File: config.mk
export PLATFORM = sky130hd
export DESIGN_NAME = tbps_front
export DESIGN_NICKNAME = d
export VERILOG_FILES = /design/src/rtl/tbps_pkg.sv /design/src/rtl/tbps_front.sv
export SDC_FILE = /design/constraint.sdc
export NUM_CORES = 1
export LEC_CHECK = 0
export ABC_AREA = 0
export BUFFER_PORTS_ARGS = -buffer_cell sky130_fd_sc_hd__buf_4
export CORE_MARGIN = 2
export CORE_UTILIZATION = 50
export DETAILED_ROUTE_END_ITERATION = 12
export PLACE_DENSITY = 0.9
export SYNTH_ARGS = -nofsm -noshare
export SYNTH_HDL_FRONTEND = slang
export SYNTH_SLANG_ARGS = --single-unit
File: constraint.sdc
create_clock -name i_clk -period 2.9 [get_ports i_clk]
set_clock_uncertainty 0.15 [all_clocks]
set_input_delay 0.145 -clock i_clk [delete_from_list [all_inputs] [get_ports i_clk]]
set_output_delay 0.145 -clock i_clk [all_outputs]
set_load 0.03 [all_outputs]
File: src/rtl/tbps_pkg.sv
`timescale 1ns / 1ps
`default_nettype none
// ----------------------------------------------------------------------------
// tbps_pkg
// Shared types, constants and helper functions of the token bucket shaper.
// ----------------------------------------------------------------------------
package tbps_pkg;

    // queue geometry
    localparam int QUEUE_DEPTH  = 2048;
    localparam int MAX_RELEASES = 63;
    localparam int PTR_W        = $clog2(QUEUE_DEPTH);
    localparam int CNT_W        = $clog2(QUEUE_DEPTH + 1);
    localparam int REL_W        = $clog2(MAX_RELEASES + 1);

    // field widths
    localparam int ELAPSED_W = 16;
    localparam int ID_W      = 16;
    localparam int LEN_W     = 16;
    localparam int KIND_W    = 2;
    localparam int QC_W      = 12;
    localparam int RATE_W    = 17;
    localparam int LIMIT_W   = 12;
    localparam int CFG_IDX_W = 2;
    localparam int CFG_W     = 17;
    localparam int DESC_W    = ID_W + LEN_W;

    // token arithmetic, thousandths of a byte
    localparam int TOK_W    = 38;
    localparam int FILL_W   = ELAPSED_W + RATE_W;
    localparam int FILL_SH  = 10;
    localparam int SUM_W    = FILL_W + FILL_SH + 1;
    localparam int COST_W   = LEN_W + 10;
    localparam int CAP_SH   = 10;
    localparam int CAPP_W   = TOK_W - CAP_SH;

    localparam logic [RATE_W-1:0]  RATE_MAX = RATE_W'(99999);
    localparam logic [TOK_W-1:0]   MIN_CAP  = TOK_W'(65535000);
    localparam logic [CAPP_W-1:0]  CAP_KB   = CAPP_W'(2000);
    localparam logic [COST_W-1:0]  MILLI    = COST_W'(1000);

    // register reset values
    localparam logic [RATE_W-1:0]  RST_RATE   = RATE_W'(10);
    localparam logic [LIMIT_W-1:0] RST_LIMIT  = LIMIT_W'(2000);

    // register indexes
    localparam logic [CFG_IDX_W-1:0] CFG_RATE    = 2'd0;
    localparam logic [CFG_IDX_W-1:0] CFG_IN_EN   = 2'd1;
    localparam logic [CFG_IDX_W-1:0] CFG_OUT_EN  = 2'd2;
    localparam logic [CFG_IDX_W-1:0] CFG_QLIMIT  = 2'd3;

    // input command codes
    localparam logic CMD_TICK   = 1'b0;
    localparam logic CMD_PACKET = 1'b1;

    // result kinds
    localparam logic [KIND_W-1:0] KIND_RELEASE = 2'd0;
    localparam logic [KIND_W-1:0] KIND_PASS    = 2'd1;
    localparam logic [KIND_W-1:0] KIND_DROP    = 2'd2;

    // classified operations from the front part
    localparam logic [1:0] OP_TICK  = 2'd0;
    localparam logic [1:0] OP_PASS  = 2'd1;
    localparam logic [1:0] OP_SHAPE = 2'd2;

    typedef struct packed {
        logic [1:0]           op;
        logic [ELAPSED_W-1:0] elapsed;
        logic [ID_W-1:0]      id;
        logic [LEN_W-1:0]     len;
    } t_item;

    typedef struct packed {
        logic [RATE_W-1:0]  rate;
        logic               in_en;
        logic               out_en;
        logic [LIMIT_W-1:0] qlimit;
    } t_cfg;

    // bucket capacity: max(65535000, rate * 2048000)
    function automatic logic [TOK_W-1:0] f_capacity(input logic [RATE_W-1:0] rate);
        logic [CAPP_W-1:0] p;
        logic [TOK_W-1:0]  c;
        p = CAPP_W'(rate) * CAP_KB;
        c = {p, CAP_SH'(0)};
        return (c < MIN_CAP) ? MIN_CAP : c;
    endfunction

    // circular pointer advance
    function automatic logic [PTR_W-1:0] f_ptr_next(input logic [PTR_W-1:0] p);
        return (p == PTR_W'(QUEUE_DEPTH - 1)) ? '0 : p + 1'b1;
    endfunction

endpackage
`default_nettype wire

File: src/rtl/tbps_front.sv
`timescale 1ns / 1ps
`default_nettype none
// ----------------------------------------------------------------------------
// tbps_front
// Accepts input words, classifies them as tick, pass-through or shaped
// packet, and holds them in a two-entry queue for the back part.
// ----------------------------------------------------------------------------
module tbps_front
    import tbps_pkg::*;
(
    input  wire logic                 i_clk,
    input  wire logic                 i_rst_n,
    input  wire t_cfg                 i_cfg,
    input  wire logic                 i_valid,
    output logic                      o_stall,
    input  wire logic                 i_cmd,
    input  wire logic [ELAPSED_W-1:0] i_elapsed_ms,
    input  wire logic [ID_W-1:0]      i_packet_id,
    input  wire logic [LEN_W-1:0]     i_packet_len,
    input  wire logic                 i_outbound,
    output logic                      o_item_valid,
    output t_item                     o_item,
    input  wire logic                 i_pop
);

    t_item      r_q [2];
    logic       r_qw, n_qw;
    logic       r_qr, n_qr;
    logic [1:0] r_cnt, n_cnt;
    logic       push;
    logic       shaped;
    t_item      cls;

    // classify the incoming word
    always_comb begin
        shaped = i_outbound ? i_cfg.out_en : i_cfg.in_en;
        if (i_cmd == CMD_TICK) begin
            cls.op = OP_TICK;
        end else if (shaped) begin
            cls.op = OP_SHAPE;
        end else begin
            cls.op = OP_PASS;
        end
        cls.elapsed = i_elapsed_ms;
        cls.id      = i_packet_id;
        cls.len     = i_packet_len;
    end

    assign o_stall      = (r_cnt == 2'd2);
    assign push         = i_valid && !o_stall;
    assign o_item_valid = (r_cnt != 2'd0);
    assign o_item       = r_q[r_qr];

    // queue pointers and fill count
    always_comb begin
        n_qw  = r_qw ^ push;
        n_qr  = r_qr ^ (i_pop && o_item_valid);
        n_cnt = r_cnt + 2'(push) - 2'(i_pop && o_item_valid);
    end

    always_ff @(posedge i_clk) begin
        if (!i_rst_n) begin
            r_qw  <= 1'b0;
            r_qr  <= 1'b0;
            r_cnt <= 2'd0;
        end else begin
            r_qw  <= n_qw;
            r_qr  <= n_qr;
            r_cnt <= n_cnt;
        end
    end

    // queue entries
    always_ff @(posedge i_clk) begin
        if (push) begin
            r_q[r_qw] <= cls;
        end
    end

endmodule
`default_nettype wire

==> results of run 1 <==
## report_power, final
part	total, mW	internal, mW	leakage [nW]	switching (mW)
Clock	0.757	0.315	0.0709	0.442
Sequential	2.10	1.92	0.977	0.172
Combinational	1.57	0.782	1.20	0.788
## registers in the layout (all words and copies together) (netlist names), named ones only
| name | cells |
|---|---|
| r_qw | 1 |
| r_cnt | 2 |
| r_q | 100 |
| r_qr | 1 |
## timing repair
action,CTS,global route
hold buffers,50,0
resized for setup,0,0
endpoints found under the hold margin,103,0
## area by class of cell
cell class,count,area (um2)
flip-flops and latches,105,3110
fillers,519,2450
repair buffers,159,1340
multi-input cells,70,931
clock buffers,14,143
well taps,105,131
clock inverters,2,15.0
inverters,3,11.3
## final timing paths
path                            startpoint         end  slack [ns]  cells past startpoint
worst max-delay path             flip-flop  o_item[24]        0.72                      2
worst min-delay path                 i_pop   flip-flop        0.08                      3
worst max register to register    r_cnt[1]  r_q[0][42]        0.89                      4
worst min register to register        r_qr   flip-flop        0.33                      2
## tightest hold or removal path, delay by kind of cell
| kind | cells | cell delay, ns |
|---|---|---|
| compound gates | 1 | 0.21 |
| mux | 1 | 0.09 |
| buf+inv | 1 | 0.08 |
## logic make-up (layout without fill, tap and decap cells)
| group | after synthesis | in the layout | share of synthesized area, % |
|---|---|---|---|
| compound gates | 1 | 1 | 0.181 |
| xor+xnor | 1 | 1 | 0.542 |
| fa+ha+maj | 4 | 4 | 1.21 |
| buf+inv | 9 | 178 | 2.95 |
| flops | 105 | 105 | 74.7 |
| mux | 53 | 53 | 18.8 |
| simple gates | 11 | 11 | 1.57 |
## routing by layer
layer  global-route usage, %  wire length (um)
met2                    30.8              4000
met4                    7.00               148
met5                       0                 0
met1                    17.4              2790
met3                    3.72               377
## synth_stat cells
cell type | count | area share (%)
buf_12 | 5 | 2.4
buf_6 | 1 | 0.27
ha_1 | 4 | 1.2
nand2b_1 | 1 | 0.15
nor2b_1 | 3 | 0.45
mux2i_1 | 3 | 0.72
inv_1 | 3 | 0.27
dfxtp_1 | 5 | 2.4
nand2_1 | 2 | 0.18
mux2_4 | 50 | 18
o21a_1 | 1 | 0.18
edfxtp_1 | 100 | 72
or2_2 | 1 | 0.15
or2b_1 | 1 | 0.18
and2_1 | 3 | 0.45
xnor3_1 | 1 | 0.54
## stage by stage
stage	worst slack, ns	hold slack, ns	cell area, um2
floorplan	0.477	0.0939	4150
global placement	0.933	0.180	5020
detailed placement	0.873	0.183	5020
CTS	0.682	0.0597	5680
global route	0.639	0.0821	5680
finish	0.724	0.0772	5680
==> results.py, run 1 <==
metrics = {
    "sta": {
        "slew_violations": 0,
        "setup_viol": 0,
        "max-slew-margin-rel_pct": 37.2,
        "hold_viol": 0,
        "min_period_over_period_pct": 75.0,
        "max_freq_mhz": 459,
        "period_needed_ns": 2.18,
        "tns_ns": 0,
        "rsz0062_at_grt": "no",
        "tightest_slew_ns": 0.941,
    },
    "placement": {
        "dpl.hpwl_um": 4430,
        "finalWeightedCongestion": 0.695,
        "port_buffers": 107,
        "post-place-cells": 392,
    },
    "clock_network": {
        "cts_sinks": 105,
        "clock-root-buffer": "clkbuf_8",
        "clk_pin_slew_ns": 0.08,
        "cts_buffers": 9,
        "cts_tree": "done",
        "clockBufferDepth": 2,
        "postCtsSetupRepairBufs": 0,
        "worstSkewPairLatency_ns": 0.35,
        "cts_max_level": 3,
    },
    "drt": {
        "drt_iter0_drc": 72,
        "wl_um": 7310,
        "vias": 2205,
        "via_per_inst": 4.81,
        "wl_per_cell_um": 16.0,
        "first_pass_iters": 4,
        "drtAntennaViolNets": 0,
        "drc": 0,
    },
    "setup_path": {
        "required_ns": 2.61,
        "worst-path-buf-inv": 1,
        "slowest_delay_ns": 0.98,
        "crit_slowest_cell": "dfxtp_4",
        "worstPathArrival_ns": 1.88,
        "crit_type": "flip-flop to output port",
        "cp-start-kind": "flip-flop",
        "cp-end-kind": "output port",
        "crit_chain": "mux2_4, buf_4",
        "critical_path.top_delay_family": "flip-flops",
        "path_max_fanout": 50,
    },
    "global_routing": {
        "grt_max_degree": 51,
        "antenna_found_initial": 0,
        "track_usage_pct": 16.3,
        "grt-ovfl-total": 0,
        "grt_pass1_wl_um": 10900,
        "grt_pass1_vias": 2270,
    },
    "run_status": {
        "outcome": "completed",
    },
    "logic_synthesis": {
        "yosys.cell_types.count": 16,
        "synth_nets": 273,
        "synth_area_um2": 4150,
        "yosys_warnings": 0,
        "ys_ff_latch": 105,
        "synth.yosys.seq_area_share_pct": 74.7,
        "avgSynthCellArea_um2": 22.6,
        "syn_inst": 184,
    },
    "cells_and_area": {
        "layout-drive-gt1-share_pct": 49.3,
        "layout.cells.non_filler": 458,
        "diodes": 0,
        "final_util_pct": 69.9,
        "layout_common_cells": "buf_4, edfxtp_1, mux2_4, dlygate4sd3_1, clkbuf_8",
        "area_growth_pct": 36.9,
        "final_common_cell": "buf_4",
        "layout.nets": 437,
    },
    "power_and_ir_drop": {
        "pwr_density_cell_nw_per_um2": 779,
        "power.total_mw": 4.42,
        "vdd_drop_max_v": 0.000602,
        "p_leak_nw": 2.25,
    },
    "floorplan": {
        "die_w_um": 95.1,
        "fp-row-count": 33,
        "die_y_um": 95.1,
        "die_area_um2": 9050,
        "io_pins": 137,
        "start_util_pct": 51.0,
        "core_area_um2": 8130,
    },
    "min_path": {
        "hold_path.class": "input pin to flip-flop",
    },
    "job": {
        "maxCapViolCount": 0,
    },
}
Power figures use the tool's default switching activity.
==> inputs of run 2 (changes only) <==
==> constraint.sdc (replaced) <==
create_clock -name i_clk -period 2.15 [get_ports i_clk]
set_clock_uncertainty 0.15 [all_clocks]
set_input_delay 0.1075 -clock i_clk [delete_from_list [all_inputs] [get_ports i_clk]]
set_output_delay 0.1075 -clock i_clk [all_outputs]
set_load 0.03 [all_outputs]
==> results.py, run 2 (synthesis results as in run 1) <==
metrics = {
    "floorplan": {
        "die_area_um2": 9050,
        "die_w_um": 95.1,
        "start_util_pct": 51.0,
        "io_pins": 137,
        "fp-row-count": 33,
        "die_y_um": 95.1,
        "core_area_um2": 8130,
    },
    "clock_network": {
        "cts_max_level": 3,
        "cts_buffers": 9,
        "cts_tree": "done",
        "clock-root-buffer": "clkbuf_8",
        "clk_pin_slew_ns": 0.08,
        "cts_sinks": 105,
        "clockBufferDepth": 2,
        "worstSkewPairLatency_ns": 0.34,
    },
    "global_routing": {
        "grt_pass1_wl_um": 11100,
        "grt_max_degree": 33,
        "grt-ovfl-total": 0,
        "track_usage_pct": 16.9,
        "grt_pass1_vias": 2255,
        "antenna_found_initial": 0,
    },
    "min_path": {
        "hp-start": "i_pop",
        "hold_path.class": "input pin to flip-flop",
        "hold_depth": 3,
    },
    "power_and_ir_drop": {
        "vdd_drop_max_v": 0.000662,
        "p_leak_nw": 2.28,
        "pwr_density_cell_nw_per_um2": 1050,
        "power.total_mw": 6.01,
    },
    "cells_and_area": {
        "multi_input_area_um2": 931,
        "fillerInstances": 508,
        "seqCellArea_um2": 3110,
        "final_util_pct": 70.3,
        "layout-drive-gt1-share_pct": 51.0,
        "reg_top3": "r_q x100, r_cnt x2",
        "area_growth_pct": 37.8,
        "diodes": 0,
        "final_common_cell": "buf_4",
        "post-route-cell-area_um2": 5720,
        "largest_reg_flops": 100,
        "layout.nets": 441,
        "max_flop_register": "r_q",
        "layout_common_cells": "buf_4, edfxtp_1, mux2_4, dlygate4sd3_1, clkbuf_8",
    },
    "placement": {
        "finalWeightedCongestion": 0.676,
        "dpl_worst_slack_ns": 0.378,
        "placed_cell_area_um2": 5050,
        "dpl.hpwl_um": 4640,
        "port_buffers": 107,
    },
    "sta": {
        "hold_viol": 0,
        "period_needed_ns": 1.93,
        "tightest_slew_ns": 0.437,
        "max_freq_mhz": 519,
        "slew_violations": 0,
        "timing.hold.ws_ns": 0.0280,
        "rsz0062_at_grt": "no",
        "finalWorstSetupSlack_ns": 0.223,
        "setup_viol": 0,
        "min_period_over_period_pct": 89.6,
        "max-slew-margin-rel_pct": 70.8,
    },
    "setup_path": {
        "crit_chain": "buf_12, mux2_4, buf_4",
        "crit_type": "flip-flop to output port",
        "worst-path-buf-inv": 2,
        "cp-end-kind": "output port",
        "crit_slowest_cell": "dfxtp_4",
        "regToRegSetupSlack_ns": 0.39,
        "cp-start-kind": "flip-flop",
        "required_ns": 1.89,
        "worstPathArrival_ns": 1.67,
        "path_max_fanout": 21,
        "rr_worst_depth": 4,
        "r2r_end": "r_q[1][17]",
        "rr_startpoint": "r_cnt[1]",
        "slowest_delay_ns": 0.56,
        "critical_path.top_delay_family": "flip-flops",
    },
    "drt": {
        "wl_um": 7340,
        "wl_per_cell_um": 15.9,
        "drc": 0,
        "vias": 2190,
        "first_pass_iters": 4,
        "drtAntennaViolNets": 0,
        "via_per_inst": 4.74,
        "drt_iter0_drc": 68,
    },
    "run_status": {
        "outcome": "completed",
    },
    "job": {
        "maxCapViolCount": 0,
    },
}
## run 2: area by class of cell
| class | count | area share, % |
|---|---|---|
| flip-flops and latches | 105 | 54.3 |
| clock buffers | 9 | 2.16 |
| multi-input cells | 70 | 16.3 |
| clock inverters | 7 | 0.765 |
| well taps | 105 | 2.30 |
| repair buffers | 163 | 24.0 |
| inverters | 3 | 0.197 |
## run 2: through the flow
step                std cells  setup TNS, ns
floorplan                 184         -27.30
global placement          396              0
detailed placement        396              0
CTS                       462              0
global route              462              0
finish                    462              0
## run 2: worst max path at each step
stage	from	endpoint	slack, ns	depth (start not counted)
floorplan	r_cnt[1]	r_q[1][0]	-0.27	3
global placement	r_cnt[1]	r_q[1][12]	0.43	4
detailed placement	r_cnt[0]	r_q[1][33]	0.38	4
CTS	flip-flop	o_item[24]	0.19	3
global route	flip-flop	o_item[14]	0.16	3
finish	flip-flop	o_item[14]	0.22	3
## run 2: per-layer routing
layer  wire [um]  GRT usage (%)  share of wire (%)  up-vias
met1        2720           18.3                 37     1062
met5           0              0                  0        -
met3         348           3.32                4.7       12
met4         117           6.52                1.6        0
met2        4160           32.0                 57       68
li1            -              -                  -     1048
## run 2: where the power goes
group | switching [mW] | internal [mW]
registers | 0.133 | 2.60
clock network | 0.629 | 0.420
logic | 1.17 | 1.07
total | 1.93 | 4.08
## run 2: what timing repair did
item | 4_1_cts | 5_1_grt
hold buffers | 50 | 0
gates resized for setup | 0 | 0
setup buffers | 0 | 0
endpoints found under the hold margin | 105 | 0
## run 2: worst reg2reg max path: cells and delay by family (launching register included)
kind	cells	cell delay [ns]
flip-flops	1	0.34
adder cells (fa/ha/maj)	1	0.18
AND/OR/NAND/NOR	2	0.35
buffers and inverters	1	0.38
